[src/sv/atb_pkg.sv]
package atb_pkg;

  typedef enum logic [2:0] {
    OP_TICK    = 3'd0,
    OP_SET_REL = 3'd1,
    OP_SET_ABS = 3'd2,
    OP_CANCEL  = 3'd3,
    OP_READ    = 3'd4
  } atb_op_e;

  typedef enum logic [2:0] {
    ST_IDLE,
    ST_WALK,
    ST_WALK_END,
    ST_READ,
    ST_FINISH
  } atb_state_e;

  localparam int unsigned FireWidth = 8;
  localparam int unsigned RemWidth  = 16;

  typedef struct packed {
    logic [2:0]  op;
    logic [2:0]  alarm_id;
    logic [15:0] start_value;
    logic [15:0] cycle_value;
  } atb_in_t;

  typedef struct packed {
    logic [FireWidth-1:0] fire_mask;
    logic [RemWidth-1:0]  remaining_ticks;
  } atb_out_t;

endpackage

[src/sv/atb_ram.sv]
module atb_ram #(
  parameter int unsigned WIDTH = 32,
  parameter int unsigned DEPTH = 8,
  localparam int unsigned AW = (DEPTH > 1) ? $clog2(DEPTH) : 1
) (
  input  logic             clk_i,
  input  logic             we_i,
  input  logic [AW-1:0]    waddr_i,
  input  logic [WIDTH-1:0] wdata_i,
  input  logic             re_i,
  input  logic [AW-1:0]    raddr_i,
  output logic [WIDTH-1:0] rdata_o
);

  logic [WIDTH-1:0] mem [DEPTH];
  logic [WIDTH-1:0] rdata_q;

  always_ff @(posedge clk_i) begin
    if (we_i) begin
      mem[waddr_i] <= wdata_i;
    end
    if (re_i) begin
      rdata_q <= mem[raddr_i];
    end
  end

  assign rdata_o = rdata_q;

endmodule

[src/sv/atb_ctrl.sv]
module atb_ctrl #(
  parameter int unsigned ALARM_COUNT = 8,
  parameter int unsigned TICK_BITS   = 16,
  localparam int unsigned IW = (ALARM_COUNT > 1) ? $clog2(ALARM_COUNT) : 1,
  localparam int unsigned DW = 2 * TICK_BITS
) (
  input  logic                clk_i,
  input  logic                rst_ni,
  input  logic                in_valid_i,
  output logic                in_stall_o,
  input  atb_pkg::atb_in_t    in_data_i,
  output logic                res_valid_o,
  input  logic                res_take_i,
  output atb_pkg::atb_out_t   res_data_o,
  output logic                mem_we_o,
  output logic [IW-1:0]       mem_waddr_o,
  output logic [DW-1:0]       mem_wdata_o,
  output logic                mem_re_o,
  output logic [IW-1:0]       mem_raddr_o,
  input  logic [DW-1:0]       mem_rdata_i
);

  import atb_pkg::*;

  atb_state_e state_q, state_d;

  logic [TICK_BITS-1:0]   tick_q, tick_d;
  logic [ALARM_COUNT-1:0] vld_q, vld_d;
  logic [IW-1:0]          rd_idx_q, rd_idx_d;
  logic [IW-1:0]          wr_idx_q, wr_idx_d;
  logic                   wr_pend_q, wr_pend_d;
  logic                   rd_ok_q, rd_ok_d;
  logic [FireWidth-1:0]   fire_q, fire_d;
  logic [RemWidth-1:0]    rem_q, rem_d;

  logic                   in_accept;
  atb_op_e                op;
  logic                   id_ok;
  logic [IW-1:0]          id_addr;
  logic [TICK_BITS-1:0]   start_v, cycle_v, tick_inc;
  logic [TICK_BITS-1:0]   cur_cnt, cur_per, dec_cnt, new_cnt;
  logic                   expire;
  logic                   last_idx;

  assign in_accept = in_valid_i && !in_stall_o;
  assign in_stall_o = (state_q != ST_IDLE);
  assign op = atb_op_e'(in_data_i.op);
  assign id_ok = ({29'b0, in_data_i.alarm_id} < 32'(ALARM_COUNT));
  assign id_addr = IW'(in_data_i.alarm_id);
  assign start_v = TICK_BITS'(in_data_i.start_value);
  assign cycle_v = TICK_BITS'(in_data_i.cycle_value);
  assign tick_inc = tick_q + TICK_BITS'(1);
  assign last_idx = (rd_idx_q == IW'(ALARM_COUNT - 1));

  // entry never written reads as zero
  assign cur_cnt = rd_ok_q ? mem_rdata_i[TICK_BITS-1:0] : '0;
  assign cur_per = rd_ok_q ? mem_rdata_i[DW-1:TICK_BITS] : '0;
  assign dec_cnt = cur_cnt - TICK_BITS'(1);
  assign expire  = (cur_cnt != '0) && (dec_cnt == '0);
  assign new_cnt = expire ? cur_per : ((cur_cnt != '0) ? dec_cnt : cur_cnt);

  // next state
  always_comb begin
    state_d = state_q;
    unique case (state_q)
      ST_IDLE: begin
        if (in_accept) begin
          if (op == OP_TICK) begin
            state_d = ST_WALK;
          end else if (op == OP_READ) begin
            state_d = ST_READ;
          end else begin
            state_d = ST_FINISH;
          end
        end
      end
      ST_WALK: begin
        if (last_idx) begin
          state_d = ST_WALK_END;
        end
      end
      ST_WALK_END: state_d = ST_FINISH;
      ST_READ:     state_d = ST_FINISH;
      ST_FINISH: begin
        if (res_take_i) begin
          state_d = ST_IDLE;
        end
      end
      default: state_d = ST_IDLE;
    endcase
  end

  // datapath and memory control
  always_comb begin
    tick_d      = tick_q;
    vld_d       = vld_q;
    rd_idx_d    = rd_idx_q;
    wr_idx_d    = wr_idx_q;
    wr_pend_d   = wr_pend_q;
    rd_ok_d     = rd_ok_q;
    fire_d      = fire_q;
    rem_d       = rem_q;
    mem_we_o    = 1'b0;
    mem_waddr_o = id_addr;
    mem_wdata_o = '0;
    mem_re_o    = 1'b0;
    mem_raddr_o = id_addr;
    unique case (state_q)
      ST_IDLE: begin
        if (in_accept) begin
          fire_d    = '0;
          rem_d     = '0;
          rd_idx_d  = '0;
          wr_pend_d = 1'b0;
          case (op)
            OP_TICK: begin
              tick_d = (tick_inc == '0) ? TICK_BITS'(1) : tick_inc;
            end
            OP_SET_REL: begin
              mem_we_o    = id_ok;
              mem_wdata_o = {cycle_v, start_v};
            end
            OP_SET_ABS: begin
              mem_we_o    = id_ok;
              mem_wdata_o = {cycle_v, start_v - tick_q};
            end
            OP_CANCEL: begin
              mem_we_o    = id_ok;
              mem_wdata_o = '0;
            end
            OP_READ: begin
              mem_re_o = id_ok;
              rd_ok_d  = id_ok && vld_q[id_addr];
            end
            default: begin
            end
          endcase
          if (mem_we_o) begin
            vld_d[id_addr] = 1'b1;
          end
        end
      end
      ST_WALK, ST_WALK_END: begin
        // read entry k while entry k-1 is written back
        if (state_q == ST_WALK) begin
          mem_re_o    = 1'b1;
          mem_raddr_o = rd_idx_q;
          rd_ok_d     = vld_q[rd_idx_q];
          wr_idx_d    = rd_idx_q;
          wr_pend_d   = 1'b1;
          rd_idx_d    = rd_idx_q + IW'(1);
        end
        if (wr_pend_q) begin
          mem_we_o    = 1'b1;
          mem_waddr_o = wr_idx_q;
          mem_wdata_o = {cur_per, new_cnt};
          vld_d[wr_idx_q] = 1'b1;
          for (int j = 0; j < FireWidth; j++) begin
            if (j < ALARM_COUNT && wr_idx_q == IW'(j) && expire) begin
              fire_d[j] = 1'b1;
            end
          end
        end
      end
      ST_READ: begin
        rem_d = RemWidth'(cur_cnt);
      end
      ST_FINISH: begin
      end
      default: begin
      end
    endcase
  end

  always_ff @(posedge clk_i or negedge rst_ni) begin
    if (!rst_ni) begin
      state_q   <= ST_IDLE;
      tick_q    <= TICK_BITS'(1);
      vld_q     <= '0;
      rd_idx_q  <= '0;
      wr_pend_q <= 1'b0;
    end else begin
      state_q   <= state_d;
      tick_q    <= tick_d;
      vld_q     <= vld_d;
      rd_idx_q  <= rd_idx_d;
      wr_pend_q <= wr_pend_d;
    end
  end

  always_ff @(posedge clk_i) begin
    wr_idx_q <= wr_idx_d;
    rd_ok_q  <= rd_ok_d;
    fire_q   <= fire_d;
    rem_q    <= rem_d;
  end

  assign res_valid_o = (state_q == ST_FINISH);
  assign res_data_o  = '{fire_mask: fire_q, remaining_ticks: rem_q};

endmodule

[src/sv/alarm_timer_bank_core.sv]
// channel | valid     | stall      | payload
// in      | in_valid_i | in_stall_o | in_data_i  (atb_in_t)
// out     | out_valid_o| out_stall_i| out_data_o (atb_out_t)
//
// one beat in, one beat out; items are handled one at a time
// tick: walks the alarm ram from entry 0 up to ALARM_COUNT - 1 between accept and result
//   (one read and one write back per cycle)
// set, cancel and unused ops go from idle straight to the result, read passes a read state
// reset gives counter 1, all alarms zero (per-entry valid bits, no sweep)
// a result waiting in the output register does not block the next accept
module alarm_timer_bank_core #(
  parameter int unsigned ALARM_COUNT = 8,
  parameter int unsigned TICK_BITS   = 16
) (
  input  logic              clk_i,
  input  logic              rst_ni,
  input  logic              in_valid_i,
  output logic              in_stall_o,
  input  atb_pkg::atb_in_t  in_data_i,
  output logic              out_valid_o,
  input  logic              out_stall_i,
  output atb_pkg::atb_out_t out_data_o
);

  import atb_pkg::*;

  localparam int unsigned IW = (ALARM_COUNT > 1) ? $clog2(ALARM_COUNT) : 1;
  localparam int unsigned DW = 2 * TICK_BITS;

  // alarm ram: {reload period, remaining count} per entry
  logic          mem_we;
  logic [IW-1:0] mem_waddr;
  logic [DW-1:0] mem_wdata;
  logic          mem_re;
  logic [IW-1:0] mem_raddr;
  logic [DW-1:0] mem_rdata;

  logic     res_valid;
  logic     res_take;
  atb_out_t res_data;

  logic     out_valid_q, out_valid_d;
  atb_out_t out_q;

  atb_ram #(
    .WIDTH(DW),
    .DEPTH(ALARM_COUNT)
  ) u_ram (
    .clk_i  (clk_i),
    .we_i   (mem_we),
    .waddr_i(mem_waddr),
    .wdata_i(mem_wdata),
    .re_i   (mem_re),
    .raddr_i(mem_raddr),
    .rdata_o(mem_rdata)
  );

  atb_ctrl #(
    .ALARM_COUNT(ALARM_COUNT),
    .TICK_BITS  (TICK_BITS)
  ) u_ctrl (
    .clk_i      (clk_i),
    .rst_ni     (rst_ni),
    .in_valid_i (in_valid_i),
    .in_stall_o (in_stall_o),
    .in_data_i  (in_data_i),
    .res_valid_o(res_valid),
    .res_take_i (res_take),
    .res_data_o (res_data),
    .mem_we_o   (mem_we),
    .mem_waddr_o(mem_waddr),
    .mem_wdata_o(mem_wdata),
    .mem_re_o   (mem_re),
    .mem_raddr_o(mem_raddr),
    .mem_rdata_i(mem_rdata)
  );

  // output register: load when empty or being drained this cycle
  assign res_take    = res_valid && (!out_valid_q || !out_stall_i);
  assign out_valid_d = res_take || (out_valid_q && out_stall_i);

  always_ff @(posedge clk_i or negedge rst_ni) begin
    if (!rst_ni) begin
      out_valid_q <= 1'b0;
    end else begin
      out_valid_q <= out_valid_d;
    end
  end

  always_ff @(posedge clk_i) begin
    if (res_take) begin
      out_q <= res_data;
    end
  end

  assign out_valid_o = out_valid_q;
  assign out_data_o  = out_q;

endmodule

[config.mk]
export PLATFORM = sky130hd
export DESIGN_NAME = alarm_timer_bank_core
export DESIGN_NICKNAME = d
export VERILOG_FILES = /design/src/sv/atb_pkg.sv /design/src/sv/atb_ram.sv /design/src/sv/atb_ctrl.sv /design/src/sv/alarm_timer_bank_core.sv
export SDC_FILE = /design/constraint.sdc
export NUM_CORES = 1
export LEC_CHECK = 0
export BUFFER_PORTS_ARGS = -buffer_cell sky130_fd_sc_hd__buf_2
export CAP_MARGIN = 20
export CORE_AREA = 2 2 217 219
export CTS_BUF_LIST = sky130_fd_sc_hd__clkbuf_4
export DETAILED_ROUTE_END_ITERATION = 10
export DIE_AREA = 0 0 219 221
export SLEW_MARGIN = 40
export SYNTH_ARGS = -nofsm -noshare
export SYNTH_HDL_FRONTEND = slang
export SYNTH_SLANG_ARGS = --single-unit
[constraint.sdc]
create_clock -name clk_i -period 4.3 [get_ports clk_i]
set_input_delay 0.645 -clock clk_i [delete_from_list [all_inputs] [get_ports clk_i]]
set_output_delay 0.645 -clock clk_i [all_outputs]
set_load 0.02 [all_outputs]
# == Yosys cells after proc, flatten, opt, wreduce, memory -nomap -nowiden ==
# Memory sizes are Yosys's and may differ from the RTL's. A register that Yosys moved wholly into a read port is not among the register bits.
# Index checks and enable logic that the tools add are counted.
# totals
regBits,84
ramBits,256
in_bits,42
wordCells,174
memories,1
# mem_list
name,depth,width,rd,rd_ports_with_merged_regs,write_ports,line,source
u_ram.mem,8,32,1,1,1,atb_ram.sv:15,logic [WIDTH-1:0] mem [DEPTH];
# op_classes
addsub,4
order_cmp,5
n_eq_ne,31
n_mux,66
bitwise_logic,2
n_reduce_logical,46
# op_table
op,n
case mux 32 bit (2 select lines),2
2-to-1 mux 16 bit,6
2-to-1 mux 32 bit,2
2-to-1 mux 8 bit,5
AND reduction 4 bit,10
2-to-1 mux 3 bit,11
zero test 16 bit,2
case mux 16 bit (2 select lines),1
case mux 8 bit (2 select lines),2
"inequality test 2 x 1 -> 1 bit, second input constant",15
2-to-1 mux 1 bit,27
"== test 3 bit, second input constant",7
"== test 3 x 2 -> 1 bit, second input constant",6
"adder 16 x 1 -> 16 bit, second input constant",1
OR 8 bit,2
nonzero test 16 bit,1
"subtractor 16 x 1 -> 16 bit, second input constant",1
subtractor 16 bit,1
logical AND 1 bit,14
"< comparator 3 x 4 -> 1 bit, second input constant",3
case mux 3 bit (4 select lines),1
"== test 3 x 1 -> 1 bit, second input constant",3
zero test 3 bit,3
AND reduction 3 bit,3
other kinds (13),25

# == Longest topological paths before layout ==
# logic_depth
word_depth,9
depth_mapped,15
depth_no_buf,12

# == Hierarchy ==
# A second synthesis with hierarchy kept.
# unflattened
hier_cells,1033
hier_area_um2,16638.5
# by_module_without_submodules
module,instances,cells_each,area_each_um2,seq_area_each_um2
atb_ram,1,415,10786.6,8648.3
atb_ctrl,1,591,5087.4,1617.8
alarm_timer_bank_core,1,27,764.5,745.7

# == Worst setup path after synthesis ==
# No wires, ideal clock.
# synth_timing
path_kind,input -> register
start,input port in_data_i[36] in the netlist's numbering
end,register u_ram.rdata_q[0] (netlist: u_ram.rdata_o[0]) (read register of u_ram.mem) (enable)
setup_time_ps,461
arrival_time_ps,3248
t_required_ps,3839
path_slack_ps,591
stages,3
path_buffers,0
cell_sequence,nor2_1 -> a31oi_1 -> nor3_1
# synth_via
elab_chain_len,4
# synth_rtl
item,line,source
from (decl),alarm_timer_bank_core.sv:19,"input atb_pkg::atb_in_t in_data_i,"
== test 3 bit,atb_ctrl.sv:115,case (op)
2-to-1 mux 1 bit,atb_ctrl.sv:115,
2-to-1 mux 1 bit,atb_ctrl.sv:110,if (in_accept) begin
case mux 1 bit (2 select lines),atb_ctrl.sv:108,unique case (state_q)
via mem_re,alarm_timer_bank_core.sv:34,logic mem_re;
to (decl),atb_ram.sv:16,logic [WIDTH-1:0] rdata_q;
# The timed path passes the listed nets, and every way through them passes these cells.
# A chain may end at the register's enable or synchronous reset.

# == Worst setup path after layout ==
# layout_timing
start,register u_ctrl.tick_q[0]
end,"memory u_ram.mem[1][12], data pin"
# layout_via
elab_chain_len,4
# layout_rtl
item,line,source
from (decl),atb_ctrl.sv:27,"logic [TICK_BITS-1:0] tick_q, tick_d;"
from (signal assigned),atb_ctrl.sv:184,tick_q <= tick_d;
subtractor 16 bit,atb_ctrl.sv:125,"mem_wdata_o = {cycle_v, start_v - tick_q};"
case mux 32 bit (2 select lines),atb_ctrl.sv:115,
2-to-1 mux 32 bit,atb_ctrl.sv:110,
case mux 32 bit (2 select lines),atb_ctrl.sv:108,
via mem_wdata[12],alarm_timer_bank_core.sv:33,logic [DW-1:0] mem_wdata;
to (decl),atb_ram.sv:15,
# The timed path passes the listed nets, and every way through them passes these cells.

==> summary.md <==
| Metric | Value |
|---|---|
| P_sw | `2950 µW` |
| Post-Synth Adder-Cell Area | `1.77%` |
| Hold Crit Class | `primary input to flop` |
| RSZ-0062 raised after global routing | `no` |
| Post-cts hold buffer count | `1` |
| Initial Utilization | `34.8%` |
| Synth Area in XOR/XNOR | `1.70%` |
| CP bufs+invs | `1` |
| Worst Skew | `0.0504 ns` |
| VDD IR max | `0.277 mV` |
| Number of H-tree levels | `3` |
| Relative slew slack | `around 47%` |
| Ratio of cells with drive above 1 in the final layout | `31.3%` |
| Reg clk slew, reported paths | `0.06 ns` |
| Post-synthesis simple-gate area fraction | `8.24%` |
| # clock sinks | `372` |
| GP Congestion | `0.865` |
| Status | `complete, no violations` |
| Resized cells post-CTS | `0` |
| RR Startpoint | `u_ctrl.tick_q[0]` |
| Net Count, Synth | `between 1,000 and 1,500` |
| Largest net degree at the start of global routing | `65` |
| Core area | `46,100 µm²` |
| Routed Antenna Nets | `0` |
| CTS tree | `done` |
| Crit. Startpoint | `u_ctrl.tick_q[0]` |
| Vias/cell | `5.19` |
| Syn avg cell area | `16.1 µm²` |
| Worst reg-to-reg path cell count | `11` |
| Hold Path Depth | `3` |
| Startpoint types | `flop` |
| Clock Latency Late Sink | `0.76 ns` |
| Largest family of logic cells by synthesized area | `multiplexers` |
| NumNets Final | `1,207` |
| CP required | `around 4.8 ns` |
| P_int | `7090 µW` |
| Antenna violations before repair | `1` |
| Routed WL per cell | `20.3 µm` |
| Detailed-route DRC error count | `0` |
| Worst path slowest cell | `dfstp_2` |
| Total track usage | `15.6%` |
| Max capacitance violation total | `0` |
| Die height | `221 µm` |
| Clock root cell | `clkbuf_4` |
| Critical Path, Cell by Cell | `ha_1 -> inv_1 -> fa_1 -> a211o_1 -> o211ai_1 -> a21oi_1 -> o31ai_1 -> a21oi_1 -> a2111oi_0 -> a31oi_1 -> o211ai_1` |
| Period utilisation layout | `82.0%` |
| Switching share of power | `29.3%` |
| CP peak stage delay | `0.59 ns` |
| Compound-cell area share of the yosys netlist | `under 10%` |
| Post-route cell area | `around 19,000 µm²` |
| P&R area growth vs syn | `16.2%` |
| PwrDens | `between 500 and 600 nW/µm²` |
| Finish-stage setup viols | `0` |
| Detailed Routing Iterations Pass 1 | `5` |
| Tmin final | `3.53 ns` |
| Mapped Cells | `~990` |
| First-pass GRT wire length | `approximately 57 mm` |
| Input/output buffers | `67` |
| Share of synthesized registers carrying an async set or reset | `8.60%` |
| Num CTS Buffers | `95` |
| Reg power frac | `48.5%` |
| Yosys warns | `0` |
| #FFs+latches synth | `372` |
| Hold EP | `out_valid_o` |
| Predominant post-synthesis flop cell | `edfxtp_1` |
| Fmax | `around 280 MHz` |
| WL final | `37.0 mm` |
| Post-CTS Setup Inserts | `0` |
| Yosys cell types | `70` |
| I/O pin total | `roughly 70` |
| Multiplexer share of the synthesized area | `12.3%` |
| 1st-iter DRT viols | `slightly above 700` |
| CP top delay family | `compound AO/OA/AOI/OAI gates` |
| Die area | `48,400 µm²` |
| Critical R2R Capture | `u_ram.mem[1][12]` |
| Crit-path max FO | `8` |
| Number of synthesized flops with an enable pin | `340` |
| Post-Syn Area | `16,000 µm²` |
| CP Class | `flop to flop` |
| Routed vias | `9,478` |
| Comb power frac | `approximately 22%` |
| Hold Violations, Final | `0` |
| Slew Limit Fails | `0` |
| Detailed Place HPWL | `23.7 mm` |
| Leak | `0.00645 µW` |
| Vias in the first global route | `9,520` |
| Clock share of power | `29.8%` |
| Setup_tns | `0 ns` |
| Crit. End Element | `flop` |
| Die width | `219 µm` |
| Seq/Total Area, Yosys | `68.8%` |
| Clock Path Buffers | `3` |
| Commonest non-fill, non-tap cell in the layout | `edfxtp_1` |
| Filler instances | `approximately 4,300` |
| Most frequent cells in the layout | `edfxtp_1 (340), clkbuf_4 (136), nand2_1 (94)` |
| Total gr overflow | `0` |
| Hold Crit Start | `out_stall_i` |
| WP data arrival | `4.00 ns` |
| Site Rows | `79` |
| Least-Margin Pin Slew | `0.789 ns` |
| Placed Area | `17,300 µm²` |
| Worst R2R Setup Slack | `0.77 ns` |
[cells in the mapped netlist (7+ instances only)]
cell type | n | area (µm²)
nand4_1 | 9 | 56.3
mux2_2 | 34 | 383
clkbuf_1 | 27 | 101
a22oi_1 | 7 | 52.6
inv_1 | 22 | 82.6
ha_1 | 21 | 263
a21oi_1 | 33 | 165
edfxtp_1 | 340 | 10200
xnor2_1 | 23 | 201
mux4_2 | 68 | 1530
and3_1 | 9 | 56.3
and2_1 | 19 | 119
xor2_1 | 8 | 70.1
o21ai_0 | 17 | 85.1
or2_2 | 8 | 50.1
nand3_1 | 16 | 80.1
o221ai_1 | 8 | 70.1
nor2_1 | 54 | 203
a31oi_1 | 10 | 62.6
buf_2 | 12 | 60.1
nand2_1 | 94 | 353
nor3_1 | 20 | 100
dfrtp_1 | 31 | 776
nor4_1 | 7 | 43.8
[area by class of cell]
class,instances,area (µm²),share of cell area (%)
Sequential cell,372,11000,59.2
Multi-Input combinational cell,555,4850,26.1
Antenna cell,1,2.50,0.0135
Tap cell,607,759,4.08
Inverter,23,86.3,0.464
Clock buffer,136,1020,5.49
Timing Repair Buffer,96,656,3.53
Clock inverter,36,209,1.12
[stage by stage]
step	setup WS (ns)	utilization (%)	instances	hold WS [ns]	total power (µW)
CTS	0.808	40.3	1824	0.112	10200
global route	0.460	40.4	1826	0.136	10600
global placement	0.649	37.6	1651	0.405	7100
floorplan	0.591	-	993	0.349	6390
finish	0.774	40.4	1826	0.186	10000
detailed placement	0.626	37.7	1651	0.405	7140
[logic make-up (layout without fill, tap and decap cells)]
| logic type | count (synthesis) | count (layout) |
|---|---|---|
| AND/OR/NAND/NOR | 265 | 265 |
| AO/OA/AOI/OAI | 130 | 130 |
| buffers and inverters | 66 | 291 |
| flip-flops | 372 | 372 |
| multiplexers | 107 | 107 |
| other | 0 | 1 |
| adder cells (fa/ha/maj) | 22 | 22 |
| XOR/XNOR | 31 | 31 |
[worst min-delay path: stages]
cell and delay, ns:
buf_2 0.11, nand2_1 0.07, nand2_1 0.06
[registers in the layout, indices dropped and copies added (netlist names), 3 cells and up]
signal / cells
out_data_o: 24
u_ctrl.fire_q: 8
u_ctrl.rd_idx_q: 3
u_ctrl.rem_q: 16
u_ctrl.state_q: 3
u_ctrl.tick_q: 16
u_ctrl.vld_q: 8
u_ctrl.wr_idx_q: 3
u_ram.mem: 256
u_ram.rdata_o: 32
[worst max path at each step]
| stage | endpoint | slack [ns] | depth (start not counted) |
|---|---|---|---|
| detailed placement | u_ram.mem[4][14] | 0.63 | 13 |
| CTS | u_ram.mem[5][12] | 0.81 | 11 |
| finish | u_ram.mem[1][12] | 0.77 | 11 |
| floorplan | u_ram.rdata_o[0] | 0.59 | 3 |
| global route | u_ram.mem[0][12] | 0.46 | 11 |
| global placement | u_ram.mem[5][14] | 0.65 | 13 |
[power by group through the flow]
stage               logic, µW  registers, µW  clock network, µW
floorplan                1490           4900                  0
CTS                      2200           4870               3090
global route             2380           4910               3290
finish                   2190           4860               2990
global placement         2170           4930                  0
detailed placement       2190           4940                  0
[routing by layer]
layer  track usage (%)  vias to the layer above  part of all wire (%)
li1                  -                     4295                     -
met1              21.0                     4739                    43
met2              24.2                      363                    47
met3              4.01                       81                   7.0
met4              5.88                        0                   3.1
met5                 0                        -                     0
(Power assumes the default switching activity.)
